[config.mk]
export PLATFORM = sky130hd
export DESIGN_NAME = zbl_div
export DESIGN_NICKNAME = d
export VERILOG_FILES = /design/src/sv/zbl_pkg.sv /design/src/sv/zbl_div.sv
export SDC_FILE = /design/constraint.sdc
export NUM_CORES = 1
export LEC_CHECK = 0
export ABC_AREA = 1
export ABC_CLOCK_PERIOD_IN_PS = 6550
export BUFFER_PORTS_ARGS = -buffer_cell sky130_fd_sc_hd__buf_4
export CORE_AREA = 8 8 138 153
export CTS_CLUSTER_SIZE = 16
export DETAILED_ROUTE_END_ITERATION = 7
export DIE_AREA = 0 0 146 161
export HOLD_SLACK_MARGIN = 0.06
export PLACE_DENSITY = 0.63
export SYNTH_ARGS = -nofsm -noshare
export SYNTH_HDL_FRONTEND = slang
export SYNTH_SLANG_ARGS = --single-unit
[constraint.sdc]
create_clock -name clk -period 6.55 [get_ports clk]
set_input_delay 0.3275 -clock clk [delete_from_list [all_inputs] [get_ports clk]]
set_output_delay 0.3275 -clock clk [all_outputs]
set_load 0.01 [all_outputs]
[src/sv/zbl_pkg.sv]
// Shared types and constants for the z-buffered line raster block.
package zbl_pkg;

  // Function codes carried by an input transaction
  localparam logic [1:0] FUNC_DRAW  = 2'd0;
  localparam logic [1:0] FUNC_READ  = 2'd1;
  localparam logic [1:0] FUNC_CLEAR = 2'd2;
  localparam logic [1:0] FUNC_SPARE = 2'd3;

  // Result status codes
  localparam logic [1:0] STAT_OK    = 2'd0;
  localparam logic [1:0] STAT_RANGE = 2'd1;
  localparam logic [1:0] STAT_ZERO  = 2'd2;

  // Depth extremes, Q16.16
  localparam logic [31:0] DEPTH_MAX = 32'h7FFF_FFFF;
  localparam logic [31:0] DEPTH_MIN = 32'h8000_0000;

  // Saturation limit of the drawn pixel count
  localparam logic [8:0] CNT_MAX = 9'd511;

  // Shared divider operand widths
  localparam int DIV_NW = 35;
  localparam int DIV_DW = 34;

  typedef struct packed {
    logic              start;
    logic [DIV_NW-1:0] num;
    logic [DIV_DW-1:0] den;
  } div_req_t;

  typedef struct packed {
    logic              busy;
    logic              done;
    logic [DIV_NW-1:0] quo;
    logic [DIV_DW-1:0] rem;
  } div_rsp_t;

  typedef enum logic [3:0] {
    S_CLEAR,
    S_IDLE,
    S_SETUP,
    S_RD_REQ,
    S_RD_DATA,
    S_INV0_GO,
    S_INV0_WAIT,
    S_INV1_GO,
    S_INV1_WAIT,
    S_STEP_GO,
    S_STEP_WAIT,
    S_PIX_RD,
    S_PIX_WR,
    S_DONE
  } state_t;

endpackage

[src/sv/zbl_div.sv]
// Restoring unsigned divider, one quotient bit per cycle.
module zbl_div (
  input  logic                clk,
  input  logic                rst_n,
  input  zbl_pkg::div_req_t   req,
  output zbl_pkg::div_rsp_t   rsp
);

  localparam int NW = zbl_pkg::DIV_NW;
  localparam int DW = zbl_pkg::DIV_DW;
  localparam int CW = $clog2(NW);

  logic          busy_r, busy_nxt;
  logic          done_r, done_nxt;
  logic [CW-1:0] cnt_r, cnt_nxt;
  logic [NW-1:0] acc_r, acc_nxt;
  logic [DW-1:0] rem_r, rem_nxt;
  logic [DW-1:0] den_r, den_nxt;

  logic [DW:0] trial;
  logic [DW:0] diff;
  logic        fits;

  // trial subtract of the shifted partial remainder
  assign trial = {rem_r, acc_r[NW-1]};
  assign diff  = trial - {1'b0, den_r};
  assign fits  = trial >= {1'b0, den_r};

  always_comb begin
    busy_nxt = busy_r;
    done_nxt = 1'b0;
    cnt_nxt  = cnt_r;
    acc_nxt  = acc_r;
    rem_nxt  = rem_r;
    den_nxt  = den_r;
    if (req.start) begin
      busy_nxt = 1'b1;
      cnt_nxt  = '0;
      acc_nxt  = req.num;
      rem_nxt  = '0;
      den_nxt  = req.den;
    end else if (busy_r) begin
      rem_nxt = fits ? diff[DW-1:0] : trial[DW-1:0];
      acc_nxt = {acc_r[NW-2:0], fits};
      cnt_nxt = cnt_r + CW'(1);
      if (cnt_r == CW'(NW - 1)) begin
        busy_nxt = 1'b0;
        done_nxt = 1'b1;
      end
    end
  end

  always_ff @(posedge clk) begin
    if (!rst_n) begin
      busy_r <= 1'b0;
      done_r <= 1'b0;
      cnt_r  <= '0;
    end else begin
      busy_r <= busy_nxt;
      done_r <= done_nxt;
      cnt_r  <= cnt_nxt;
    end
    acc_r <= acc_nxt;
    rem_r <= rem_nxt;
    den_r <= den_nxt;
  end

  assign rsp.busy = busy_r;
  assign rsp.done = done_r;
  assign rsp.quo  = acc_r;
  assign rsp.rem  = rem_r;

endmodule

# Yosys cells after proc, flatten, opt, wreduce, memory -nomap -nowiden
# Cells that the tools add are included.
[totals]
output_inout_bits = 71
word_cells = 22
reg_bits = 111
input_bits = 72
[op_classes]
order_cmp = 1
add_sub_neg = 2
mux = 7
eq_ne = 1
reduce_logical = 3
bitwise_logic = 2
[ops]
columns = ["op", "count"]
rows = [
  ["35-bit 2-to-1 mux", 2],
  ["35-bit by 34-bit >= comparator with 1-bit output", 1],
  ["34-bit 2-to-1 mux", 1],
  ["34-bit subtractor", 1],
  ["6-bit by 1-bit adder with 6-bit output, second input constant", 1],
  ["6-bit == test, second input constant", 1],
  ["1-bit 2-to-1 mux", 4],
  ["3-bit OR reduction", 1],
  ["1-bit NOT", 2],
  ["2-bit nonzero test", 1],
  ["2-bit OR reduction", 1],
]

# Logic depth before layout (Yosys ltp)
# Gate-level depths: netlist (run 1).
[depth]
depth_word = 4
depth_mapped = 17
ltp_nobuf = 17

# Worst setup path before layout (run 1)
# OpenSTA, ideal clock, no wires.
[synth_path]
kind = "register -> register"
startpoint = "register busy_r"
endpoint = "register acc_r[0], enable pin"
path_stages_with_launch = 5
arrival_ps = 1994
path_slack_ps = 4142
required_time_ps = 6136
setup_time_ps = 414
path_cell_list = "dfxtp_1 clkbuf_1 nor2_1 inv_2 buf_1"
[synth_via]
elab_chain_cells = 1
[synth_lines]
columns = ["item", "line", "text"]
rows = [
  ["start: declaration", "zbl_div.sv:13", "logic busy_r, busy_nxt;"],
  ["start signal: assignment", "zbl_div.sv:59", "busy_r <= busy_nxt;"],
  ["2-bit nonzero test (no line)", "-", ""],
  ["end signal: assignment", "zbl_div.sv:63", "acc_r <= acc_nxt;"],
  ["end: declaration", "zbl_div.sv:16", "logic [NW-1:0] acc_r, acc_nxt;"],
]
# Every way passes these cells.
# A chain may end at the register's enable or synchronous reset.

# Worst setup path after layout (run 1)
[layout_path]
startpoint = "register den_r[28]"
endpoint = "register rem_r[15]"
[layout_via]
elab_chain_cells = 2
[layout_lines]
columns = ["item", "line", "text"]
rows = [
  ["start: declaration", "zbl_div.sv:18", "logic [DW-1:0] den_r, den_nxt;"],
  ["start signal: assignment", "zbl_div.sv:65", "den_r <= den_nxt;"],
  ["35-bit by 34-bit >= comparator with 1-bit output", "zbl_div.sv:27", "assign fits = trial >= {1'b0, den_r};"],
  ["34-bit 2-to-1 mux", "zbl_div.sv:43", "rem_nxt = fits ? diff[DW-1:0] : trial[DW-1:0];"],
  ["end signal: assignment", "zbl_div.sv:64", "rem_r <= rem_nxt;"],
  ["end: declaration", "zbl_div.sv:17", "logic [DW-1:0] rem_r, rem_nxt;"],
]
# Every way passes these cells.

==> results of run 1 <==
flip-flops by register name, indices dropped and copies added (netlist names):
| name | count |
|---|---|
| acc_r | 35 |
| cnt_r | 6 |
| rem_r | 34 |
| done_r | 1 |
| busy_r | 1 |
| den_r | 34 |
cells by family (layout without fill, tap and decap cells):
kind of cell	count (synthesis)	count (layout)	synth area share
adders and majority gates	37	37	0.06502
buffers and inverters	212	347	0.1159
xor gates and xnor gates	18	18	0.02179
DFF	111	111	0.4026
and+or+nand+nor	611	611	0.3541
AOI/OAI and AO/OA	53	53	0.04064
stage by stage:
stage | area, µm² | cells | setup slack, ns
after floorplan | 7236 | 1042 | 4.142
after global placement | 8497 | 1408 | 3.805
after detailed placement | 8497 | 1408 | 3.798
after CTS | 8825 | 1424 | 3.783
after global routing | 8825 | 1424 | 3.517
final | 8825 | 1424 | 3.794
cell usage in the layout (no fill, tap or decap), types with 3 or more instances in the layout:
cell type | synthesis | layout
o21ai_1 | 15 | 15
xor2_1 | 3 | 3
nor3_1 | 9 | 9
clkbuf_16 | 0 | 9
nor2_2 | 3 | 3
inv_1 | 184 | 184
a21oi_1 | 21 | 21
nor2_1 | 55 | 54
nand2_2 | 4 | 4
xnor2_1 | 15 | 15
nand3_1 | 81 | 81
buf_4 | 3 | 144
nand4_1 | 6 | 6
o21ai_0 | 9 | 9
nand2_1 | 423 | 423
dfxtp_1 | 42 | 42
inv_2 | 3 | 3
nand3b_1 | 22 | 22
edfxtp_1 | 69 | 69
ha_1 | 36 | 36
cell type report:
class	count	area [µm²]
well taps	247	309.0
inverters	187	701.9
flip-flops and latches	111	2913
clock buffers	10	239.0
clock inverters	6	88.84
multi-input cells	719	3492
repair buffers	144	1081
fillers	2003	9876
routing by layer:
| metal | wire, µm | vias to the layer above | global-route usage | share of wire |
|---|---|---|---|---|
| li1 | - | 3488 | - | - |
| met1 | 8994 | 3019 | 0.2106 | 0.43 |
| met2 | 9528 | 177 | 0.2931 | 0.46 |
| met3 | 1910 | 18 | 0.06687 | 0.092 |
| met4 | 339 | 0 | 0.05673 | 0.016 |
| met5 | 0 | - | 0 | 0 |
report_power, final:
group          leakage, nW  switching, mW  internal [mW]
Combinational         3.56          0.139          0.101
Sequential            1.03         0.0218          0.791
Clock                0.159          0.289          0.318
worst max-delay path: stages (launching register included):
cell	delay, ns
edfxtp_1	0.35
inv_1	0.05
ha_1	0.35
a21oi_1	0.26
nor2_1	0.09
o21ai_1	0.12
nand3_1	0.20
a21oi_4	0.16
buf_4	0.42
nand2_4	0.33
nand2_1	0.16
nand3_1	0.07
o21ai_1	0.11
synthesized netlist by cell type (4+ instances only):
cell type    n  share of area
o21ai_0      9         0.0062
dfxtp_1     42           0.12
nand2_1    423           0.22
nand4_1      6         0.0052
ha_1        36          0.062
xnor2_1     15          0.018
nand3b_1    22          0.023
o21ai_1     15          0.010
nor2_1      55          0.029
edfxtp_1    69           0.29
a21oi_1     21          0.015
buf_1        4         0.0021
nand2_2      4         0.0035
clkbuf_1     8         0.0042
nor3_1       9         0.0062
nand3_1     81          0.056
buf_2        7         0.0048
inv_1      184          0.095
worst min-delay path by stage:
stage / cells past startpoint / end / start / slack (ns)
after global routing: 1 / den_r[18] / req[18] / 0.12
after CTS: 1 / den_r[3] / req[3] / 0.12
after detailed placement: 2 / rem_r[19] / rem_r[19] / 0.48
after floorplan: 0 / den_r[0] / req[0] / 0.43
after global placement: 2 / rem_r[20] / rem_r[20] / 0.48
final: 1 / den_r[3] / req[3] / 0.14
==> Flow_metrics.wiki, run 1 <==
{| class="wikitable"
! Metric !! Value
|-
| Status || finished, final reports clean
|-
| Type of the most critical hold path || input port to flop
|-
| Core Region || roughly 19000 µm²
|-
| Final core area utilization || 0.4719
|-
| Number of enable flip-flop cells after synthesis || 69
|-
| RSZ-0062 raised after global routing || false
|-
| Global route total overflow || 0
|-
| Final Critical Period || 2.756 ns
|-
| Global-route wire length before repair || roughly 33 mm
|-
| Ratio of cells with drive above 1 in the final layout || 0.1521
|-
| Hold slack final || between 0.1 and 0.15 ns
|-
| Synth unique cells || 37
|-
| RePlAce Congestion || approximately 0.94
|-
| Number of buffers created by CTS || 9
|-
| Cell area power density || 188.2 nW/µm²
|-
| Length in cells of the worst reg-to-reg path || 12
|-
| Cell chosen for the clock root || clkbuf_16
|-
| DR WL/cell || roughly 15 µm
|-
| Slew at the pin with the worst max-slew slack || 1.114 ns
|-
| Number of antenna violations at the first check in global routing || 0
|-
| Routed vias || approximately 6700
|-
| Ys flop type || edfxtp_1
|-
| Post-synth net total || roughly 1200
|-
| Die outline area || 23510 µm²
|-
| Routed Antenna Nets || 0
|-
| Capture instance of the worst register-to-register path || rem_r[15]
|-
| Post-Route Setup TNS || 0 ns
|-
| Final Hold Vio Count || 0
|-
| TritonCTS clock tree || built
|-
| Number of buffers inserted by port buffering || ~140
|-
| Final WL || 20.77 mm
|-
| Max Slew Vio Count || 0
|-
| Post-cts sizing count || 0
|-
| Worst clock skew || between 0.01 and 0.015 ns
|-
| HPWL Detailed || around 16 mm
|-
| Die Height || 161 µm
|-
| Antenna Cells || 0
|-
| Synthesized area || ~7200 µm²
|-
| Clk slew on worst S/H paths || 0.09 ns
|-
| Max IR drop VDD || around 0.13 mV
|-
| Number of DRC markers after the initial detailed-route iteration || ~460
|-
| Effective utilization at floorplan || 0.3869
|-
| Mean cell area of the mapped netlist || 6.944 µm²
|-
| Category of the worst setup path capture point || flop
|-
| Sequential fraction of the synthesis area || 0.4026
|-
| Total power || between 1.5 and 2 mW
|-
| P_leak || about 4.8 nW
|-
| Detailed-route DRC error count || 0
|-
| Std cell rows || 53
|-
| CTS Hold Bufs || 0
|-
| Launching instance or port of the critical path || den_r[28]
|-
| Width of the chip || between 100 and 150 µm
|-
| Total track usage || 0.1777
|-
| Setup crit start kind || flop
|-
| Yosys warning total || 0
|-
| CP required || approximately 7 ns
|-
| Fin crit share || 0.4207
|-
| Clock latency of the later-clocked register in the worst-skew pair || ~0.36 ns
|-
| Flop2flop setup slack || 3.79 ns
|-
| Critical Path Sink || rem_r[15]
|-
| Count of H-tree levels built during CTS || 3
|-
| Maximum number of pins on one net before global-route repair || 73
|-
| Number of max-cap violations || 0
|-
| Worst r2r src || den_r[28]
|-
| Count of final setup violators || 0
|-
| Maximum net fanout on the critical path || 36
|-
| Fraction of registers with async set/reset || 0
|-
| Number of buffers on the longest clock path || 2
|-
| FF+latch count, synth || 111
|-
| Worst slew margin relative to its limit || 0.2572
|-
| Area added between synthesis and finish || 21.96%
|-
| First drt pass iteration count || 5
|-
| Layout Nets || about 1300
|-
| Data arrival, critical path || approximately 3 ns
|-
| Maximum clock rate || roughly 360 MHz
|-
| Count of mapped cells out of synthesis || 1042
|-
| CTS sink cnt || 111
|-
| Vias per inst || ~4.7
|-
| Io pins || approximately 140
|-
| Number of buffers added for setup after CTS || 0
|-
| Via count of the first global-routing pass || about 6600
|-
| Startpoint-to-endpoint class of the critical path || flop to flop
|}
(Power assumes the default switching activity.)
==> inputs of run 2 (changes only) <==
--- a/config.mk
+++ b/config.mk
@@ -6,14 +6,14 @@
 export NUM_CORES = 1
 export LEC_CHECK = 0
 export ABC_AREA = 1
-export ABC_CLOCK_PERIOD_IN_PS = 6550
+export ABC_CLOCK_PERIOD_IN_PS = 2500
 export BUFFER_PORTS_ARGS = -buffer_cell sky130_fd_sc_hd__buf_4
 export CORE_AREA = 8 8 138 153
 export CTS_CLUSTER_SIZE = 16
 export DETAILED_ROUTE_END_ITERATION = 7
 export DIE_AREA = 0 0 146 161
 export HOLD_SLACK_MARGIN = 0.06
-export PLACE_DENSITY = 0.63
+export PLACE_DENSITY = 0.65
 export SYNTH_ARGS = -nofsm -noshare
 export SYNTH_HDL_FRONTEND = slang
 export SYNTH_SLANG_ARGS = --single-unit
==> constraint.sdc (replaced) <==
create_clock -name clk -period 2.5 [get_ports clk]
set_input_delay 0.125 -clock clk [delete_from_list [all_inputs] [get_ports clk]]
set_output_delay 0.125 -clock clk [all_outputs]
set_load 0.01 [all_outputs]
==> Flow_metrics.wiki, run 2 (synthesized netlist as in run 1, its figures left out) <==
{| class="wikitable"
! Metric !! Value
|-
| Multi-input combinational cell area || 3510 µm² (+0.50%)
|-
| Maximum number of pins on one net before global-route repair || 58 (-21%)
|-
| Most common cell after layout, fill and taps aside || nand2_1
|-
| Global route total overflow || 0 (unchanged)
|-
| Number of buffers inserted by port buffering || 142 (unchanged)
|-
| CP required || 2.74 ns (-4.09 ns)
|-
| Final Critical Period || 2.290 ns (-0.4658 ns)
|-
| Count of final setup violators || 0 (unchanged)
|-
| Area added between synthesis and finish || 33.20%
|-
| TritonCTS clock tree || built
|-
| Register bank with the most flops || acc_r
|-
| Clock latency of the later-clocked register in the worst-skew pair || 0.36 ns (about the same)
|-
| Post-Route Setup TNS || 0 ns (unchanged)
|-
| Category of the worst setup path capture point || flop
|-
| Via count of the first global-routing pass || 7339 (+11%)
|-
| Max Slew Vio Count || 0 (unchanged)
|-
| Number of max-cap violations || 0 (unchanged)
|-
| DR WL/cell || 14.39 µm (-1.3%)
|-
| Number of buffers created by CTS || 9 (unchanged)
|-
| Status || finished, final reports clean
|-
| Reg area || 2913 µm² (unchanged)
|-
| Maximum clock rate || 436.7 MHz (+20%)
|-
| Vias per inst || 4.731 (+0.53%)
|-
| Routed Antenna Nets || 0 (unchanged)
|-
| Number of DRC markers after the initial detailed-route iteration || 407 (-12%)
|-
| Core Region || 18700 µm² (unchanged)
|-
| Die Height || 161 µm (unchanged)
|-
| Die outline area || 23510 µm² (unchanged)
|-
| Maximum net fanout on the critical path || 34 (-5.6%)
|-
| Setup crit start kind || flop
|-
| Cell area power density || 449.5 nW/µm² (+140%)
|-
| Width of the chip || 146 µm (unchanged)
|-
| Top library cells by usage in the layout, fill and taps aside || 417 x nand2_1, 184 x inv_1, 159 x buf_4, 80 x nand3_1, 69 x edfxtp_1
|-
| Clk slew on worst S/H paths || 0.09 ns (about the same)
|-
| First drt pass iteration count || 5 (unchanged)
|-
| Startpoint-to-endpoint class of the critical path || flop to flop
|-
| Total track usage || 0.1856 (+0.007938)
|-
| Number of buffers on the longest clock path || 2 (unchanged)
|-
| Max IR drop VDD || 0.3126 mV (+140%)
|-
| Final core area utilization || 0.5154 (+0.04349)
|-
| Worst clock skew || 0.01431 ns (+0.003720 ns)
|-
| Routed vias || 7135 (+6.5%)
|-
| Detailed-route DRC error count || 0 (unchanged)
|-
| Type of the most critical hold path || input port to flop
|-
| Fin crit share || 0.9160 (+0.4953)
|-
| CTS sink cnt || 111 (unchanged)
|-
| Effective utilization at floorplan || 0.3869 (unchanged)
|-
| Final WL || 21.70 mm (+4.5%)
|-
| Hold slack final || 0.07132 ns (-0.06586 ns)
|-
| Layout Nets || 1365 (+6.6%)
|-
| Count of H-tree levels built during CTS || 3 (unchanged)
|-
| Ratio of cells with drive above 1 in the final layout || 0.1618 (+0.009695)
|-
| RSZ-0062 raised after global routing || false
|-
| Std cell rows || 53 (unchanged)
|-
| Largest registers in the final layout || acc_r x35, den_r x34, rem_r x34
|-
| Global-route wire length before repair || 35.74 mm (+6.8%)
|-
| Total power || 4.332 mW (+160%)
|-
| Fillers || 1890 (-5.6%)
|-
| Io pins || 143 (unchanged)
|-
| HPWL Detailed || 16.44 mm (+3.5%)
|-
| Antenna Cells || 0 (unchanged)
|-
| Data arrival, critical path || 2.53 ns (-0.50 ns)
|-
| Worst slew margin relative to its limit || 0.5506 (+0.2934)
|-
| Max reg flops || 35 (unchanged)
|-
| Slew at the pin with the worst max-slew slack || 0.6741 ns (-0.4401 ns)
|-
| RePlAce Congestion || 0.9474 (+0.85%)
|-
| Number of antenna violations at the first check in global routing || 0 (unchanged)
|-
| P_leak || 5.116 nW (+7.7%)
|-
| Cell chosen for the clock root || clkbuf_16
|-
| Final Hold Vio Count || 0 (unchanged)
|}
## run 2: cell types whose count changed in the layout (fill, tap and decap cells not counted), moves of 2 or more
cell	previous run	this run
buf_12	0	2
buf_4	144	159
dlygate4sd3_1	0	67
nand2_1	423	417
nand2_2	4	10
## run 2: cell type report
| type | count | share of cell area |
|---|---|---|
| Clock buffer | 9 | 0.02337 |
| Clock inverter | 7 | 0.007789 |
| Inverter | 187 | 0.07283 |
| Multi-Input combinational cell | 719 | 0.3641 |
| Sequential cell | 111 | 0.3022 |
| Tap cell | 247 | 0.03207 |
| Timing Repair Buffer | 228 | 0.1976 |
## run 2: what timing repair did
action,4_1_cts,5_1_grt
gates resized for setup,0,8
setup endpoints to repair,0,10
endpoints found under the hold margin,67,0
setup buffers,0,3
hold buffers,67,0
## run 2: critical path, stage by stage (launching register included)
cell      delay (ns)
edfxtp_1        0.34
inv_1           0.04
ha_1            0.35
nand2_1         0.13
nor2_1          0.20
nand2_1         0.14
nor3_2          0.14
nand2_1         0.10
nand2_2         0.11
nand2_4         0.10
nand2_4         0.08
buf_12          0.20
nand2_1         0.07
nand3_1         0.07
o21ai_0         0.09
## run 2: power by group
part,internal [mW],switching (mW)
registers,2.07,0.0548
logic,0.348,0.396
clock network,0.710,0.753
## run 2: path summary, 6_finish.rpt
path | startpoint | endpoint | slack [ns] | cells after the start
min | req[56] | acc_r[22] | 0.07 | 3
max reg2reg | den_r[12] | rem_r[4] | 0.21 | 14
max | den_r[12] | rem_r[4] | 0.21 | 14
min reg2reg | rem_r[27] | rem_r[27] | 0.49 | 2
## run 2: per-stage QoR
step | cells | setup WS, ns | cell area [µm²]
after CTS | 1505 | 0.03539 | 9593
after floorplan | 1042 | 0.09241 | 7236
after global placement | 1422 | 0.06838 | 8622
after detailed placement | 1422 | 0.05569 | 8622
after global routing | 1508 | 0.01738 | 9638
final | 1508 | 0.2100 | 9638
## run 2: metal layers
metal,vias up,share of wire,GRT usage
met5,-,0,0
met4,0,0.017,0.04923
met3,20,0.076,0.06156
met2,182,0.47,0.3210
met1,3265,0.44,0.2166
li1,3668,-,-
==> inputs of run 3 (changes only) <==
--- a/config.mk
+++ b/config.mk
@@ -13,6 +13,7 @@
 export DETAILED_ROUTE_END_ITERATION = 7
 export DIE_AREA = 0 0 146 161
 export HOLD_SLACK_MARGIN = 0.06
+export MAX_ROUTING_LAYER = met4
 export PLACE_DENSITY = 0.65
 export SYNTH_ARGS = -nofsm -noshare
 export SYNTH_HDL_FRONTEND = slang
==> Flow_metrics.wiki, run 3 (synthesized netlist as in run 1, its figures left out) <==
{| class="wikitable"
! Metric !! Value
|-
| Reg area || 2913 µm² (unchanged)
|-
| Std cell rows || 53 (unchanged)
|-
| Max reg flops || 35 (unchanged)
|-
| Slew at the pin with the worst max-slew slack || 0.6291 ns (-0.04491 ns)
|-
| Global route total overflow || 0 (unchanged)
|-
| Worst r2r src || acc_r[34]
|-
| Multi-input combinational cell area || 3497 µm² (-0.36%)
|-
| Core Region || 18700 µm² (unchanged)
|-
| CP max stage cell || fa_2
|-
| Fin crit share || 0.9228 (+0.006759)
|-
| Capture instance of the worst register-to-register path || rem_r[22]
|-
| DR WL/cell || 14.58 µm (+1.3%)
|-
| CP cell instances || inv_1 > ha_1 > inv_1 > fa_2 > nand2_1 > nand3_1 > nand3_1 > nand2_1 > nand2_1 > nand2_2 > nand2_1 > nand3b_1 > nand2_1 > nand2_1 > nand3_1 > nand2_1
|-
| Instance area after placement || 8662 µm² (+0.46%)
|-
| Width of the chip || 146 µm (unchanged)
|-
| Worst clock skew || 0.01180 ns (-0.002512 ns)
|-
| Number of buffers added for setup after CTS || 0 (unchanged)
|-
| Most common cell after layout, fill and taps aside || nand2_1
|-
| Status || finished, final reports clean
|-
| RSZ-0062 raised after global routing || false
|-
| Layout Nets || 1362 (-0.22%)
|-
| P_leak || 5.118 nW (about the same)
|-
| Top library cells by usage in the layout, fill and taps aside || 420 x nand2_1, 184 x inv_1, 156 x buf_4, 81 x nand3_1, 69 x edfxtp_1
|-
| Type of the most critical hold path || input port to flop
|-
| Total track usage || 0.1906 (+0.004925)
|-
| Effective utilization at floorplan || 0.3869 (unchanged)
|-
| Met3 Track Usage GR || 0.04085 (-0.02071)
|-
| Post-Route Setup TNS || 0 ns (unchanged)
|-
| Biggest cell delay along the critical path || 0.39 ns (+0.04 ns)
|-
| Routed Antenna Nets || 0 (unchanged)
|-
| Category of the worst setup path capture point || flop
|-
| Cell area power density || 464.0 nW/µm² (+3.2%)
|-
| Maximum clock rate || 433.5 MHz (-0.73%)
|-
| CTS sink cnt || 111 (unchanged)
|-
| Detailed-route DRC error count || 0 (unchanged)
|-
| Final core area utilization || 0.5161 (+0.0006690)
|-
| Hold Path Stages || 3 (unchanged)
|-
| Area added between synthesis and finish || 33.37%
|-
| Die outline area || 23510 µm² (unchanged)
|-
| First drt pass iteration count || 5 (unchanged)
|-
| Final design area excluding fillers || 9651 µm² (+0.13%)
|-
| Setup crit start kind || flop
|-
| Number of max-cap violations || 0 (unchanged)
|-
| Count of final setup violators || 0 (unchanged)
|-
| RePlAce Congestion || 0.9674 (+2.1%)
|-
| Ratio of cells with drive above 1 in the final layout || 0.1574 (-0.004384)
|-
| HPWL Detailed || 16.60 mm (+0.98%)
|-
| Number of DRC markers after the initial detailed-route iteration || 383 (-5.9%)
|-
| Most utilized layer in the global route result || met2
|-
| Final Critical Period || 2.307 ns (+0.01690 ns)
|-
| Max IR drop VDD || 0.3968 mV (+27%)
|-
| Clk slew on worst S/H paths || 0.08 ns (about the same)
|-
| Via count of the first global-routing pass || 7232 (-1.5%)
|-
| Final WL || 21.94 mm (+1.1%)
|-
| Cell chosen for the clock root || clkbuf_16
|-
| Vias per inst || 4.672 (-1.2%)
|-
| Number of buffers on the longest clock path || 2 (unchanged)
|-
| Number of buffers inserted by port buffering || 142 (unchanged)
|-
| Length in cells of the worst reg-to-reg path || 16 (+2)
|-
| Data arrival, critical path || 2.55 ns (+0.02 ns)
|-
| TritonCTS clock tree || built
|-
| Register bank with the most flops || acc_r
|-
| Maximum net fanout on the critical path || 3 (-91%)
|-
| Met2 track demand over resource in global routing || 0.3146 (-0.006348)
|-
| Global-route wire length before repair || 35.30 mm (-1.2%)
|-
| Sink of the worst hold path || acc_r[15]
|-
| Max Slew Vio Count || 0 (unchanged)
|-
| Routed vias || 7032 (-1.4%)
|-
| Number of buffers created by CTS || 9 (unchanged)
|-
| Antenna Cells || 0 (unchanged)
|-
| Flop2flop setup slack || 0.19 ns (-0.02 ns)
|-
| Largest registers in the final layout || acc_r x35, den_r x34, rem_r x34
|-
| Fillers || 1845 (-2.4%)
|-
| Clock latency of the later-clocked register in the worst-skew pair || 0.35 ns (about the same)
|-
| Die Height || 161 µm (unchanged)
|-
| Maximum number of pins on one net before global-route repair || 52 (-10%)
|-
| Global Route met1 Usage || 0.2283 (+0.01168)
|-
| Io pins || 143 (unchanged)
|-
| Startpoint-to-endpoint class of the critical path || flop to flop
|-
| CP required || 2.75 ns (about the same)
|-
| Worst slew margin relative to its limit || 0.5806 (+0.02994)
|-
| Final Hold Vio Count || 0 (unchanged)
|-
| Total power || 4.478 mW (+3.4%)
|-
| Most common cell type on the critical path || nand2_1
|-
| Number of antenna violations at the first check in global routing || 0 (unchanged)
|-
| Hold path startpoint || req[49]
|-
| Count of H-tree levels built during CTS || 3 (unchanged)
|}
[run 3: area by class of cell]
class	instances	area share
clock buffers	10	0.02373
inverters	187	0.07273
multi-input cells	719	0.3624
well taps	247	0.03202
repair buffers	225	0.1971
flip-flops and latches	111	0.3018
clock inverters	6	0.01024
[run 3: worst max-delay path by stage]
stage               from        end  cells after the start
5_1_grt        acc_r[34]  rem_r[24]                     17
4_1_cts        acc_r[34]  rem_r[22]                     16
6_report       acc_r[34]  rem_r[22]                     16
2_1_floorplan     busy_r   acc_r[0]                      4
3_3_place_gp   acc_r[34]  rem_r[22]                     16
3_5_place_dp   acc_r[34]  rem_r[22]                     16
[run 3: report_power, final]
group,internal (mW),switching (mW)
Combinational,0.340,0.391
Clock,0.899,0.719
Sequential,2.07,0.0565
Total,3.31,1.17
[run 3: per-layer routing]
| metal | vias up | share of wire |
|---|---|---|
| li1 | 3644 | - |
| met1 | 3167 | 0.46 |
| met2 | 191 | 0.46 |
| met3 | 30 | 0.058 |
| met5 | - | 0 |
| met4 | 0 | 0.021 |
[run 3: repair_timing]
item                       in CTS  in global routing
hold endpoints to repair       65                  0
hold buffers                   65                  0
resized for setup               0                  4
setup endpoints to repair       0                  8
[run 3: stage by stage]
step / setup slack [ns] / std cells / hold slack, ns
after floorplan: 0.09241 / 1042 / 0.2239
after global placement: 0.1154 / 1424 / 0.3035
after detailed placement: 0.09579 / 1424 / 0.3043
after CTS: 0.08634 / 1505 / 0.06022
after global routing: 0.007535 / 1505 / 0.06974
final: 0.1931 / 1505 / 0.06580
[run 3: critical path, delay by kind of cell, from the launching register on]
kind | cells | cell delay, ns
DFF | 1 | 0.38
adders and majority gates | 2 | 0.56
buffers and inverters | 2 | 0.17
and+or+nand+nor | 12 | 1.09
